## src/rtl/ulcdf_pkg.sv

```systemverilog
// Shared constants, types and the UTF-8 encoder function of the debug print FIFO.
`timescale 1ns / 1ps

package ulcdf_pkg;

  // Ring buffer geometry.
  localparam int unsigned BUF_BYTES = 1024;
  localparam int unsigned ADDR_W    = $clog2(BUF_BYTES);
  localparam int unsigned CNT_W     = ADDR_W + 1;

  // Fixed field widths of the channels.
  localparam int unsigned CP_W    = 32;
  localparam int unsigned BYTE_W  = 8;
  localparam int unsigned AVAIL_W = 11;

  localparam logic [BYTE_W-1:0] NEWLINE_BYTE = 8'h0A;

  // Request codes.
  typedef enum logic [1:0] {
    REQ_WRITE = 2'd0,
    REQ_FLUSH = 2'd1,
    REQ_READ  = 2'd2,
    REQ_NONE  = 2'd3
  } req_t;

  // Sequencer states.
  typedef enum logic [1:0] {
    ST_IDLE,
    ST_WRITE,
    ST_READ,
    ST_DONE
  } state_t;

  // One finished result as handed from the sequencer to the output register.
  typedef struct packed {
    logic [BYTE_W-1:0]  read_data;
    logic               read_valid;
    logic [AVAIL_W-1:0] available_count;
    logic               line_dropping;
  } rsp_t;

  // Encoded character: up to four bytes, first byte in element 0.
  typedef struct packed {
    logic [3:0][BYTE_W-1:0] bytes;
    logic [2:0]             len;
  } enc_t;

  // UTF-8 encoding; surrogates and values beyond the code space become U+FFFD.
  function automatic enc_t encode(input logic [CP_W-1:0] cp);
    enc_t        e;
    logic [20:0] c;
    if (cp > 32'h0010_FFFF || (cp >= 32'h0000_D800 && cp <= 32'h0000_DFFF)) begin
      c = 21'h00FFFD;
    end else begin
      c = cp[20:0];
    end
    e.bytes = '0;
    if (c < 21'h80) begin
      e.bytes[0] = {1'b0, c[6:0]};
      e.len      = 3'd1;
    end else if (c < 21'h800) begin
      e.bytes[0] = {3'b110, c[10:6]};
      e.bytes[1] = {2'b10, c[5:0]};
      e.len      = 3'd2;
    end else if (c < 21'h10000) begin
      e.bytes[0] = {4'b1110, c[15:12]};
      e.bytes[1] = {2'b10, c[11:6]};
      e.bytes[2] = {2'b10, c[5:0]};
      e.len      = 3'd3;
    end else begin
      e.bytes[0] = {5'b11110, c[20:18]};
      e.bytes[1] = {2'b10, c[17:12]};
      e.bytes[2] = {2'b10, c[11:6]};
      e.bytes[3] = {2'b10, c[5:0]};
      e.len      = 3'd4;
    end
    return e;
  endfunction

endpackage

```

## src/rtl/ulcdf_req_if.sv

```systemverilog
// Request channel: request code and codepoint with a valid/ready handshake.
`timescale 1ns / 1ps

interface ulcdf_req_if;
  logic                         valid;
  logic                         ready;
  logic [1:0]                   req_type;
  logic [ulcdf_pkg::CP_W-1:0]   codepoint;

  modport source (output valid, output req_type, output codepoint, input ready);
  modport sink   (input valid, input req_type, input codepoint, output ready);
endinterface

```

## src/rtl/ulcdf_ctrl.sv

```systemverilog
// Request sequencer: ring pointers, line commit and rollback, byte writes and reads.
`timescale 1ns / 1ps

module ulcdf_ctrl (
  input  logic                         clk,
  input  logic                         rst,
  ulcdf_req_if.sink                    req,
  output logic                         ram_wr_en,
  output logic [ulcdf_pkg::ADDR_W-1:0] ram_wr_addr,
  output logic [ulcdf_pkg::BYTE_W-1:0] ram_wr_data,
  output logic [ulcdf_pkg::ADDR_W-1:0] ram_rd_addr,
  input  logic [ulcdf_pkg::BYTE_W-1:0] ram_rd_data,
  output ulcdf_pkg::rsp_t              res,
  output logic                         res_valid,
  input  logic                         slot_free
);
  import ulcdf_pkg::*;

  state_t state;
  state_t state_next;

  logic [ADDR_W-1:0]      read_ptr;
  logic [CNT_W-1:0]       stored;
  logic [CNT_W-1:0]       committed;
  logic                   overflow;
  logic [3:0][BYTE_W-1:0] bytes;
  logic [2:0]             len;
  logic [1:0]             idx;
  logic                   commit_line;
  logic [BYTE_W-1:0]      data;
  logic                   data_valid;

  enc_t             enc;
  req_t             code;
  logic             accept;
  logic [2:0]       need;
  logic [CNT_W:0]   room_sum;
  logic             fits;
  logic [CNT_W-1:0] wr_sum;
  logic             last_byte;
  logic [CNT_W-1:0] stored_inc;

  assign code   = req_t'(req.req_type);
  assign enc    = encode(req.codepoint);
  assign accept = req.valid && req.ready;

  // Room check for the bytes a write or a flush would append.
  assign need     = (code == REQ_WRITE) ? enc.len : 3'd1;
  assign room_sum = {1'b0, stored} + (CNT_W + 1)'(need);
  assign fits     = room_sum <= (CNT_W + 1)'(BUF_BYTES);

  // Append position wraps around the ring.
  assign wr_sum      = CNT_W'(read_ptr) + stored;
  assign ram_wr_addr = (wr_sum >= CNT_W'(BUF_BYTES)) ? ADDR_W'(wr_sum - CNT_W'(BUF_BYTES))
                                                     : ADDR_W'(wr_sum);
  assign ram_wr_data = bytes[idx];
  assign ram_rd_addr = read_ptr;
  assign last_byte   = idx == 2'(len - 3'd1);
  assign stored_inc  = stored + CNT_W'(1);

  // Next state.
  always_comb begin
    state_next = state;
    unique case (state)
      ST_IDLE: begin
        if (accept) begin
          unique case (code)
            REQ_WRITE, REQ_FLUSH: state_next = (!overflow && fits) ? ST_WRITE : ST_DONE;
            REQ_READ:             state_next = (committed != '0) ? ST_READ : ST_DONE;
            default:              state_next = ST_DONE;
          endcase
        end
      end
      ST_WRITE: begin
        if (last_byte) begin
          state_next = ST_DONE;
        end
      end
      ST_READ: state_next = ST_DONE;
      ST_DONE: begin
        if (slot_free) begin
          state_next = ST_IDLE;
        end
      end
      default: state_next = ST_IDLE;
    endcase
  end

  // Outputs decoded from the state.
  always_comb begin
    req.ready           = 1'b0;
    ram_wr_en           = 1'b0;
    res_valid           = 1'b0;
    res.read_data       = data;
    res.read_valid      = data_valid;
    res.available_count = AVAIL_W'(committed);
    res.line_dropping   = overflow;
    unique case (state)
      ST_IDLE:  req.ready = 1'b1;
      ST_WRITE: ram_wr_en = 1'b1;
      ST_READ:  ;
      ST_DONE:  res_valid = 1'b1;
      default:  ;
    endcase
  end

  // State register.
  always_ff @(posedge clk) begin
    if (rst) begin
      state <= ST_IDLE;
    end else begin
      state <= state_next;
    end
  end

  // Ring bookkeeping.
  always_ff @(posedge clk) begin
    if (rst) begin
      read_ptr  <= '0;
      stored    <= '0;
      committed <= '0;
      overflow  <= 1'b0;
    end else begin
      unique case (state)
        ST_IDLE: begin
          if (accept) begin
            unique case (code)
              REQ_WRITE: begin
                if (!overflow && !fits) begin
                  stored   <= committed;
                  overflow <= 1'b1;
                end
              end
              REQ_FLUSH: begin
                if (!overflow && !fits) begin
                  stored <= committed;
                end
                overflow <= 1'b0;
              end
              REQ_READ: begin
                if (committed != '0) begin
                  read_ptr  <= (read_ptr == ADDR_W'(BUF_BYTES - 1)) ? '0
                                                                    : read_ptr + ADDR_W'(1);
                  stored    <= stored - CNT_W'(1);
                  committed <= committed - CNT_W'(1);
                end
              end
              default: ;
            endcase
          end
        end
        ST_WRITE: begin
          stored <= stored_inc;
          if (last_byte && commit_line) begin
            committed <= stored_inc;
          end
        end
        ST_READ, ST_DONE: ;
        default: ;
      endcase
    end
  end

  // Byte staging and read result.
  always_ff @(posedge clk) begin
    unique case (state)
      ST_IDLE: begin
        if (accept) begin
          idx         <= '0;
          data        <= '0;
          data_valid  <= 1'b0;
          commit_line <= code == REQ_FLUSH;
          if (code == REQ_FLUSH) begin
            bytes <= {{(3 * BYTE_W){1'b0}}, NEWLINE_BYTE};
            len   <= 3'd1;
          end else begin
            bytes <= enc.bytes;
            len   <= enc.len;
          end
        end
      end
      ST_WRITE: idx <= idx + 2'd1;
      ST_READ: begin
        data       <= ram_rd_data;
        data_valid <= 1'b1;
      end
      ST_DONE: ;
      default: ;
    endcase
  end

endmodule
```

## src/flat_wrapper.sv

```systemverilog
// flat-port wrapper written by rule: the top's interface ports become plain ports
module ulcdf_ctrl_flat import ulcdf_pkg::*;
  (clk, rst, ram_wr_en, ram_wr_addr, ram_wr_data, ram_rd_addr, ram_rd_data, res, res_valid, slot_free, req_valid, req_req_type, req_codepoint, req_ready);
  ulcdf_req_if req_i ();
  input  logic clk;
  input  logic rst;
  output logic ram_wr_en;
  output logic [ulcdf_pkg::ADDR_W-1:0] ram_wr_addr;
  output logic [ulcdf_pkg::BYTE_W-1:0] ram_wr_data;
  output logic [ulcdf_pkg::ADDR_W-1:0] ram_rd_addr;
  input  logic [ulcdf_pkg::BYTE_W-1:0] ram_rd_data;
  output ulcdf_pkg::rsp_t res;
  output logic res_valid;
  input  logic slot_free;
  input wire logic [$bits(req_i.valid)-1:0] req_valid;
  input wire logic [$bits(req_i.req_type)-1:0] req_req_type;
  input wire logic [$bits(req_i.codepoint)-1:0] req_codepoint;
  output wire logic [$bits(req_i.ready)-1:0] req_ready;
  assign req_i.valid = req_valid;
  assign req_i.req_type = req_req_type;
  assign req_i.codepoint = req_codepoint;
  assign req_ready = req_i.ready;
  ulcdf_ctrl u_core (.clk(clk), .rst(rst), .req(req_i), .ram_wr_en(ram_wr_en), .ram_wr_addr(ram_wr_addr), .ram_wr_data(ram_wr_data), .ram_rd_addr(ram_rd_addr), .ram_rd_data(ram_rd_data), .res(res), .res_valid(res_valid), .slot_free(slot_free));
endmodule
```

## config.mk

```make
export PLATFORM = sky130hd
export DESIGN_NAME = ulcdf_ctrl_flat
export DESIGN_NICKNAME = d
export VERILOG_FILES = /design/src/rtl/ulcdf_pkg.sv /design/src/rtl/ulcdf_req_if.sv /design/src/rtl/ulcdf_ctrl.sv /design/src/flat_wrapper.sv
export SDC_FILE = /design/constraint.sdc
export NUM_CORES = 1
export LEC_CHECK = 0
export ABC_AREA = 1
export BUFFER_PORTS_ARGS = -buffer_cell sky130_fd_sc_hd__buf_4
export CORE_UTILIZATION = 45
export DETAILED_ROUTE_END_ITERATION = 10
export PLACE_DENSITY = 0.77
export SLEW_MARGIN = 15
export SYNTH_ARGS = -nofsm -noshare
export SYNTH_HDL_FRONTEND = slang
export SYNTH_SLANG_ARGS = --single-unit
export TNS_END_PERCENT = 50
```

## constraint.sdc

```tcl
create_clock -name clk -period 7.4 [get_ports clk]
set_input_delay 0 -clock clk [delete_from_list [all_inputs] [get_ports clk]]
set_output_delay 0 -clock clk [all_outputs]
set_load 0.05 [all_outputs]
```

==> impl_metrics.tcl, run 1 <==
set metrics [dict create \
    synth_edf_count 42 \
    cts_buffer_depth 2 \
    grt_max_degree 34 \
    worstSetupPathType "reg2reg" \
    endpoint_kind "register" \
    cts_resized 0 \
    initial_core_util_pct 46.06 \
    cpPeakStageDelay_ps 850 \
    die_y_um 112.9 \
    grt_pass1_wl_um 23880 \
    cp_max_fo 27 \
    crit_required_ps 7610 \
    syn-cell-area_um2 5533 \
    port_buffers 97 \
    pin_count 98 \
    drtPass1Iterations 5 \
    grt_pass1_vias 4989 \
    tns_ps 0 \
    route.met3.wl_um 946 \
    post_drt_wl_per_cell_um 14.23 \
    syn_area_per_cell_um2 7.176 \
    max_cap_viol_count 0 \
    hold_slack_ps 10.48 \
    fmax_mhz 295.8 \
    layout-drive-gt1-share_pct 17.51 \
    async_flop_share_pct 0 \
    ir_worst_vdd_uv 161.4 \
    outcome "finished clean" \
    leakagePower_nw 2.959 \
    final_util_pct 55.75 \
    synthFlopType "edfxtp_1" \
    cts_tree "done" \
    root_buffer "clkbuf_16" \
    synth_nets 839 \
    cp_common_cell "inv_1" \
    drt-initial-drc-count 591 \
    areaGrowthSynthToFinish_pct 21.03 \
    crit_path_start_kind "register" \
    clkSinkCount 77 \
    rsz0062_at_grt "no" \
    cts_max_level 3 \
    slew_headroom_pct 30.39 \
    clkSlewWorstSetupHoldPaths_ps 60 \
    crit_end "u_core.committed[3]$_SDFFE_PP0P_" \
    yosysTopAreaCellShare_pct 22.80 \
    worst_pin_slew_ps 1044 \
    num_rows 40 \
    pwr_density_cell_nw_per_um2 404.4 \
    yosysWarnings 0 \
    grt-ovfl-total 0 \
    wl_met1_um 6785 \
    viasPerCell 5.494 \
    timing.critical_path.buf_inv 4 \
    clkLatencyLatePin_ps 340 \
    seq_area_frac_synth_pct 35.46 \
    fin_crit_sh_pct 45.68 \
    antenna_found_initial 0 \
    fin_nets 931 \
    dp_cells 988 \
    min_path_type "in2reg" \
    die_w_um 112.9 \
    reg2reg_slack_ps 4020 \
    min_period_ps 3381 \
    fin_skew_ps 5.984 \
    syn-instance-count 771 \
    setup_viol 0 \
    synth.distinct_cells 53 \
    core_area_um2 12010 \
    worst_path_max_delay_cell "ha_1" \
    crit_start "u_core.state[1]$_SDFFE_PP0P_" \
    grt_usage_pct 23.37 \
    synth_top_cell_by_area "edfxtp_1" \
    ys_ff_latch 77 \
    wl_um 14450 \
    met2_length_um 6430 \
    gp_congestion 0.9341 \
    ant_nets 0 \
    num_antenna_cells 0 \
    via_count 5576 \
    dpl.hpwl_um 10680 \
    cp_data_arrival_time_ps 3590 \
    worstReg2RegEnd "u_core.committed[3]$_SDFFE_PP0P_" \
    hold_viol_final 0 \
    r2r-start "u_core.state[1]$_SDFFE_PP0P_" \
    crit_cells 11 \
    reg2reg_depth 11 \
    fp.dieArea_um2 12740 \
    postCtsSetupRepairBufs 0 \
    numCtsBuffers 9 \
    crit_chain "inv_1 > ha_1 > inv_1 > a21oi_1 > o21ai_1 > o211ai_1 > inv_1 > nand2_1 > inv_1 > o21ai_0 > a31oi_1" \
    maxSlewViolCount 0 \
    ys_top_cells_by_area "edfxtp_1, dfxtp_1, nand2_1" \
    routed.top_layer "met4" \
    fin_cells 1015 \
    drc 0 \
    critPathTopFamily "buffers and inverters" \
]
==> worst reg2reg max path, stage by stage (launching register included) <==
cell and delay [ps]:
dfxtp_1 330, inv_1 100, ha_1 850, inv_1 570
a21oi_1 260, o21ai_1 120, o211ai_1 100, inv_1 60
nand2_1 340, inv_1 260, o21ai_0 210, a31oi_1 60
==> layout by cell type (no fill, tap or decap), types with 2 or more instances in the layout <==
master,count
nor2_1,102
o21ai_0,57
dfxtp_1,35
buf_4,99
o21ai_2,2
ha_1,20
nor2_2,3
nand2_1,135
a31oi_1,8
dlygate4sd3_1,11
o21ai_1,7
inv_2,6
nor3_1,17
a211oi_1,3
o211ai_1,6
o31ai_1,2
edfxtp_1,42
xnor2_1,3
a21oi_1,67
nand2_2,7
clkbuf_16,9
nor3b_1,3
a21boi_0,4
nand3_2,4
o22ai_1,7
nand3_1,53
xor2_1,18
nor4_1,2
nand4_1,6
nand3_4,2
or2_2,2
inv_6,4
nor2_4,4
inv_1,95
fa_1,2
==> sequential cells by signal (all words and copies together) (netlist names) <==
signal,flops
u_core.bytes,28
u_core.state,2
u_core.ram_rd_addr,10
u_core.overflow,1
u_core.committed,11
u_core.stored,11
u_core.len,2
u_core.idx,2
u_core.data,8
u_core.data_valid,1
u_core.commit_line,1
==> layout make-up <==
class                           instances  area (um^2)
Inverter                              104        397.9
Fill cell                            1147         5315
Clock buffer                           10        229.0
Sequential cell                        77         1962
Timing Repair Buffer                  110        853.3
Multi-Input combinational cell        561         3017
Tap cell                              147        183.9
Clock inverter                          6        53.80
==> timing repair <==
| item | CTS | global route |
|---|---|---|
| setup endpoints to repair | 0 | 0 |
| endpoints found under the hold margin | 18 | 0 |
| hold buffers | 11 | 0 |
==> cell families (layout without fill, tap and decap cells) <==
kind of cell    Yosys count  in the layout  share of synthesized area, %
fa+ha+maj                22             22                         5.247
simple gates            348            348                         29.01
buf+inv                 133            230                         10.02
flops                    77             77                         35.46
xor+xnor                 21             21                         3.324
compound gates          170            170                         16.94
==> cell usage after synthesis (2+ instances only) <==
cell / number
clkbuf_1: 14
fa_1: 2
a21oi_1: 67
xnor2_1: 3
o211ai_1: 6
nand4_1: 6
or2_2: 2
a211oi_1: 3
inv_1: 95
a31oi_1: 8
o21ai_1: 7
nor4_1: 2
inv_2: 6
o22ai_1: 7
dfxtp_1: 35
nor2_1: 102
nand3_4: 2
o21ai_0: 57
buf_2: 5
nand3_1: 53
nand2_1: 135
buf_4: 9
nand2_2: 7
nor2_4: 4
nor2_2: 3
xor2_1: 18
edfxtp_1: 42
o31ai_1: 2
nand3_2: 4
nor3_1: 17
a21boi_0: 4
o21ai_2: 2
nor3b_1: 3
ha_1: 20
==> layer usage <==
layer,GRT usage [%],vias to the layer above
met2,36.38,240
li1,-,2761
met3,2.732,24
met1,33.07,2551
met5,0,-
met4,9.474,0
==> metrics by stage <==
stage	instance area [um^2]	total power, mW	worst slack [ps]
after floorplan	5533	1.891	4496
after global placement	6304	2.249	3908
after detailed placement	6304	2.265	3793
after CTS	6696	2.698	4123
after global routing	6696	2.898	3667
final	6696	2.708	4019
==> where the power goes <==
part | switching, mW | internal (mW) | total [mW]
logic | 1.06 | 0.481 | 1.54
clock network | 0.191 | 0.234 | 0.425
registers | 0.156 | 0.588 | 0.744
total | 1.41 | 1.30 | 2.71
==> how the worst min path moves through the flow <==
stage,from,endpoint,cells past startpoint
after floorplan,req_req_type[1],u_core.overflow$_SDFFE_PP0P_,3
after detailed placement,ram_rd_data[1],u_core.data[1]$_SDFFCE_PN0P_,3
final,req_codepoint[3],u_core.bytes[27]$_SDFFCE_PP0P_,3
after CTS,req_codepoint[3],u_core.bytes[27]$_SDFFCE_PP0P_,3
after global routing,req_codepoint[19],u_core.bytes[1]$_SDFFCE_PP1P_,3
after global placement,ram_rd_data[2],u_core.data[2]$_SDFFCE_PN0P_,3
Note: power is estimated with default switching activity, not from simulation.
==> run 2, diff against run 1 <==
--- a/config.mk
+++ b/config.mk
@@ -9,7 +9,7 @@
 export BUFFER_PORTS_ARGS = -buffer_cell sky130_fd_sc_hd__buf_4
 export CORE_UTILIZATION = 45
 export DETAILED_ROUTE_END_ITERATION = 10
-export PLACE_DENSITY = 0.77
+export PLACE_DENSITY = 0.8
 export SLEW_MARGIN = 15
 export SYNTH_ARGS = -nofsm -noshare
 export SYNTH_HDL_FRONTEND = slang
==> constraint.sdc (replaced) <==
create_clock -name clk -period 2.76 [get_ports clk]
set_input_delay 0 -clock clk [delete_from_list [all_inputs] [get_ports clk]]
set_output_delay 0 -clock clk [all_outputs]
set_load 0.05 [all_outputs]
==> run 2 against run 1 <==
Compared with the run above:
- the flow now finishes with violations (DRC)
- final cell count grew 4.1%
- setup slack lost 3900 ps
- via count grew 5.4%
- first-iteration DRC count grew 7.4%
- worst hold slack gained 6.1 ps
- clock power grew to 2.8 times the previous value
- clock-buffer cell count shrank 1
- cell area grew 7.6%
- total power grew to 2.8 times the previous value
- critical endpoint is now u_core.stored[0]$_SDFFE_PP0P_
- largest power group unchanged
- highest routed layer unchanged
==> impl_metrics.tcl, run 2 (synthesized netlist as in run 1, its figures left out) <==
set metrics [dict create \
    final_area_um2 7206 \
    final_util_pct 59.99 \
    crit_required_ps 2990 \
    clkSlewWorstSetupHoldPaths_ps 60 \
    root_buffer "clkbuf_16" \
    core_area_um2 12010 \
    maxSlewViolCount 0 \
    cts_max_level 3 \
    slew_headroom_pct 50.59 \
    numCtsBuffers 9 \
    grt_pass1_wl_um 24120 \
    die_y_um 112.9 \
    top_regs "u_core.bytes: 28 flops, u_core.committed: 11 flops, u_core.stored: 11 flops" \
    pin_count 98 \
    crit_path_start_kind "primary input" \
    power.internal_mw 3.769 \
    viasPerCell 5.561 \
    cp_max_fo 11 \
    p_comb_share_pct 58.8 \
    final_common_cell "buf_4" \
    wl_um 15480 \
    antenna_found_initial 0 \
    cts_buffer_depth 2 \
    worstSetupPathType "in2reg" \
    grt_pass1_vias 5028 \
    clkSinkCount 77 \
    pwr_density_cell_nw_per_um2 1068 \
    drtPass1Iterations 11 \
    endpoint_kind "register" \
    layout-drive-gt1-share_pct 24.07 \
    fin_crit_sh_pct 94.39 \
    violations "DRC" \
    dp_cells 1025 \
    fin_cells 1057 \
    drt-initial-drc-count 635 \
    fillCellCount 1072 \
    regMostFlops "u_core.bytes" \
    die_w_um 112.9 \
    power.clock.fraction_pct 15.7 \
    num_rows 40 \
    num_antenna_cells 0 \
    min_path_type "in2reg" \
    fmax_mhz 383.9 \
    cp_data_arrival_time_ps 2840 \
    dpl.hpwl_um 11200 \
    initial_core_util_pct 46.06 \
    port_buffers 97 \
    swShare_pct 51.04 \
    hold_viol_final 0 \
    via_count 5878 \
    ir_worst_vdd_uv 474.8 \
    fin_nets 973 \
    max_cap_viol_count 0 \
    clkLatencyLatePin_ps 340 \
    leakagePower_nw 3.207 \
    outcome "finished with violations" \
    grt-ovfl-total 0 \
    setup_viol 0 \
    grt_max_degree 32 \
    worst_pin_slew_ps 740.3 \
    fin_skew_ps 4.990 \
    fp.dieArea_um2 12740 \
    power_switching_mw 3.930 \
    largest_reg_flops 28 \
    min_period_ps 2605 \
    drc 1 \
    cts_tree "done" \
    ant_nets 0 \
    layout_common_cells "buf_4, nand2_1, nor2_1" \
    grt_usage_pct 23.59 \
    seqPwrFrac_pct 25.5 \
    placed_cell_area_um2 6646 \
    areaGrowthSynthToFinish_pct 30.24 \
    post_drt_wl_per_cell_um 14.65 \
    gp_congestion 0.9191 \
]
[run 2: changes by cell type in the layout (fill, tap and decap cells not counted), moves of 3 or more]
cell | previous run | this run
buf_4 | 99 | 139
dfxtp_1 | 35 | 32
dfxtp_2 | 0 | 3
nand2_1 | 135 | 131
nand3_1 | 53 | 49
nand3_4 | 2 | 5
nor2_1 | 102 | 97
nor2_2 | 3 | 6
[run 2: path summary, 6_finish.rpt]
check | startpoint | endpoint | slack [ps] | cells past startpoint
hold / removal | req_codepoint[2] | u_core.bytes[26]$_SDFFCE_PP0P_ | 20 | 3
setup / recovery | req_req_type[1] | u_core.stored[0]$_SDFFE_PP0P_ | 150 | 16
hold reg to reg | u_core.committed[10]$_SDFFE_PP0P_ | u_core.committed[10]$_SDFFE_PP0P_ | 500 | 2
setup reg to reg | u_core.state[0]$_SDFFE_PP0P_ | u_core.committed[6]$_SDFFE_PP0P_ | 410 | 12
[run 2: cell type report]
| class | instances | area [um^2] | area share, % |
|---|---|---|---|
| well taps | 147 | 183.9 | 2.553 |
| clock inverters | 7 | 72.57 | 1.007 |
| clock buffers | 9 | 225.2 | 3.126 |
| flip-flops and latches | 77 | 1966 | 27.28 |
| inverters | 104 | 404.1 | 5.609 |
| multi-input cells | 561 | 3141 | 43.58 |
| repair buffers | 152 | 1214 | 16.84 |
[run 2: critical path, cell delays in order]
cell and delay (ps):
dlygate4sd3_1 560, buf_4 170, nor2_2 230, inv_1 110
nor3_2 230, ha_1 290, nand3_2 100, nand3_4 110
xor2_1 170, nor3_2 170, nand3_1 120, nand3_2 100
nand2_4 80, clkbuf_16 190, a21oi_1 130, nor2_1 60
[run 2: repair_timing]
item / CTS / global route
hold buffers: 10 / 0
setup endpoints to repair: 0 / 14
buffers inserted: 0 / 4
resized for setup: 0 / 21
endpoints found under the hold margin: 17 / 0
[run 2: per-stage QoR]
stage / TNS [ps] / hold slack, ps / power [mW] / worst slack [ps]
6_report: 0 / 16.61 / 7.698 / 154.9
5_1_grt: -73.57 / 33.54 / 8.126 / -15.51
4_1_cts: 0 / 15.00 / 7.485 / 27.08
3_5_place_dp: -3349 / 261.0 / 6.251 / -312.1
3_3_place_gp: -2298 / 254.3 / 6.168 / -215.8
2_1_floorplan: -5.228 / 170.9 / 5.116 / -0.5809
[run 2: power by group through the flow]
stage | combinational (mW) | clock [mW] | sequential [mW]
global route | 4.88 | 1.25 | 2.00
floorplan | 2.95 | 0 | 2.16
detailed placement | 4.30 | 0 | 1.96
finish | 4.53 | 1.21 | 1.96
global placement | 4.22 | 0 | 1.94
CTS | 4.35 | 1.20 | 1.93
[run 2: per-layer routing]
| layer | vias to the layer above | part of all wire (%) | GRT usage [%] |
|---|---|---|---|
| met5 | - | 0 | 0 |
| met4 | 0 | 1.5 | 6.140 |
| met3 | 27 | 9.3 | 4.767 |
| met2 | 329 | 46 | 38.11 |
| met1 | 2664 | 43 | 32.34 |
| li1 | 2858 | - | - |
==> run 3, diff against run 2 <==
--- a/config.mk
+++ b/config.mk
@@ -7,6 +7,7 @@
 export LEC_CHECK = 0
 export ABC_AREA = 1
 export BUFFER_PORTS_ARGS = -buffer_cell sky130_fd_sc_hd__buf_4
+export CORE_ASPECT_RATIO = 0.7
 export CORE_UTILIZATION = 45
 export DETAILED_ROUTE_END_ITERATION = 10
 export PLACE_DENSITY = 0.8
==> run 3 against run 2 <==
Compared with the run above:
- the flow finishes with violations (setup timing)
- clock skew rose by 3.3 ps
- register-to-register slack got worse by 240 ps
- worst hold slack improved by 3.0 ps
- total power rose by 1.5%
- wire length rose by 6.0%
- sequential power barely moved
- core utilization rose by 1.2 points
- non-clock buffer count fell by 9
- final cell count rose by 0.38%
- cell area rose by 0.56%
- sequential share of layout area fell by 0.17 points
- die area barely moved
==> impl_metrics.tcl, run 3 (synthesized netlist as in run 1, its figures left out) <==
set metrics [dict create \
    outcome "finished with violations" \
    violations "setup timing" \
    final_util_pct 61.14 \
    hold_slack_ps 19.58 \
    dpl.hpwl_um 11870 \
    grt_pass1_wl_um 25170 \
    regMostFlops "u_core.bytes" \
    fillCellCount 986 \
    ant_nets 0 \
    postCtsSetupRepairBufs 0 \
    top_regs "u_core.bytes: 28 flops, u_core.committed: 11 flops, u_core.stored: 11 flops" \
    worst_pin_slew_ps 1234 \
    die_w_um 134.5 \
    grt_pass1_vias 5145 \
    fp.dieArea_um2 12750 \
    whs_endpoint "u_core.bytes[28]$_SDFFCE_PP0P_" \
    num_antenna_cells 0 \
    viasPerCell 5.529 \
    use_met1_pct 37.50 \
    cts_tree "done" \
    largest_reg_flops 28 \
    fmax_mhz 361.6 \
    root_buffer "clkbuf_16" \
    clkSinkCount 77 \
    slew_headroom_pct 17.40 \
    num_rows 33 \
    max_cap_viol_count 0 \
    rsz0062_at_grt "yes" \
    multiInputGateArea_um2 3287 \
    antenna_found_initial 0 \
    die_y_um 94.77 \
    fin_cells 1061 \
    maxSlewViolCount 0 \
    port_buffers 97 \
    ir_worst_vdd_uv 707.8 \
    reg2reg_slack_ps 170 \
    fin_crit_sh_pct 100.2 \
    wl_um 16410 \
    pwr_density_cell_nw_per_um2 1078 \
    worstReg2RegEnd "u_core.stored[3]$_SDFFE_PP0P_" \
    cp_max_fo 7 \
    drt-initial-drc-count 713 \
    reg2reg_depth 11 \
    grt_max_degree 32 \
    worstSetupPathType "in2reg" \
    drc 0 \
    hold_viol_final 0 \
    seqCellArea_um2 1964 \
    globalRouteMet2Util_pct 36.70 \
    initial_core_util_pct 46.69 \
    drtPass1Iterations 6 \
    min_path_type "in2reg" \
    post_drt_wl_per_cell_um 15.47 \
    grt_usage_pct 24.99 \
    min_path_cells 3 \
    min_period_ps 2766 \
    power_mw 7.813 \
    areaGrowthSynthToFinish_pct 30.96 \
    gp_congestion 0.9407 \
    dp_cells 1033 \
    setup_slack_ps -5.731 \
    pin_count 98 \
    leakagePower_nw 3.180 \
    final_common_cell "buf_4" \
    layout-drive-gt1-share_pct 25.88 \
    grt-ovfl-total 0 \
    setup_viol 1 \
    via_count 5866 \
    core_area_um2 11850 \
    min-delay-start "req_codepoint[4]" \
    fin_skew_ps 8.296 \
    clkSlewWorstSetupHoldPaths_ps 60 \
    cts_buffer_depth 2 \
    grtUsageMet3_pct 3.865 \
    crit_path_start_kind "primary input" \
    clkLatencyLatePin_ps 330 \
    endpoint_kind "register" \
    cts_max_level 3 \
    layout_common_cells "buf_4, nand2_1, nor2_1" \
    numCtsBuffers 9 \
    busiest_layer "met1" \
    fin_nets 967 \
    crit_required_ps 3030 \
    r2r-start "u_core.stored[2]$_SDFFE_PP0P_" \
    cp_data_arrival_time_ps 3030 \
    pre_cts_ws_ps -424.8 \
]
==> run 3: cell count changes in the layout (fill, tap and decap cells not counted), sizes merged <==
| cell | change |
|---|---|
| buf | -6 |
| nand2 | +3 |
| clkbuf | +2 |
| clkinvlp | -2 |
| bufinv | -1 |
| dlygate4sd3 | -1 |
| inv | -1 |
==> run 3: power breakdown <==
| group | switching [mW] | internal (mW) |
|---|---|---|
| registers | 0.401 | 1.58 |
| clock network | 0.466 | 0.690 |
| logic | 3.19 | 1.48 |
| total | 4.06 | 3.75 |
==> run 3: repair_timing <==
item                                    in CTS  in global routing
pin swaps                                    0                 25
endpoints found under the setup margin      12                 14
hold buffers                                 9                  0
endpoints found under the hold margin       16                  0
gates cloned                                 0                  3
gates resized for setup                      2                 46
==> run 3: worst max-delay path, cell delays in order <==
cell and delay, ps:
buf_6 100, nor2_4 110, nand2_2 80, nor2_4 130, nor2_4 50, nor2_4 100
nand3_4 130, nor2_4 170, nand2_2 60, nand2_2 80, nand3_2 80, ha_4 180
fa_2 380, nand3_2 110, nand2_4 80, nand2_2 70, nand2_2 50, nand3b_1 160
nor2_2 140, nand3_2 130, nand3_4 210, nand2_4 130, nand3_2 150, nand2_1 60
nor2_1 110
==> run 3: how the worst max path moves through the flow <==
| stage | from | endpoint | slack [ps] | cells after the start |
|---|---|---|---|---|
| after floorplan | req_codepoint[18] | u_core.stored[0]$_SDFFE_PP0P_ | -0.6 | 24 |
| after global placement | req_codepoint[18] | u_core.stored[4]$_SDFFE_PP0P_ | -340 | 24 |
| after detailed placement | req_codepoint[18] | u_core.stored[3]$_SDFFE_PP0P_ | -420 | 24 |
| after CTS | req_codepoint[18] | u_core.stored[3]$_SDFFE_PP0P_ | 2 | 24 |
| after global routing | req_codepoint[17] | u_core.stored[3]$_SDFFE_PP0P_ | -160 | 25 |
| final | req_codepoint[17] | u_core.stored[3]$_SDFFE_PP0P_ | -6 | 25 |
==> run 3: layout make-up <==
type,count,area share [%]
multi-input combinational,564,45.36
sequential,77,27.11
timing repair buffer,143,15.23
inverter,104,5.578
clock buffer,13,3.747
tap,157,2.711
clock inverter,3,0.2590
==> run 3: per-layer routing <==
metal	vias up	wire length (um)
met2	377	6808
met4	0	307
met5	-	0
met1	2615	7400
met3	41	1898
li1	2833	-
==> run 3: through the flow <==
step,setup TNS [ps],cell area (um^2)
final,-5.731,7246
after global routing,-1394,7246
after CTS,0,7018
after detailed placement,-4740,6631
after global placement,-3669,6631
after floorplan,-5.228,5589
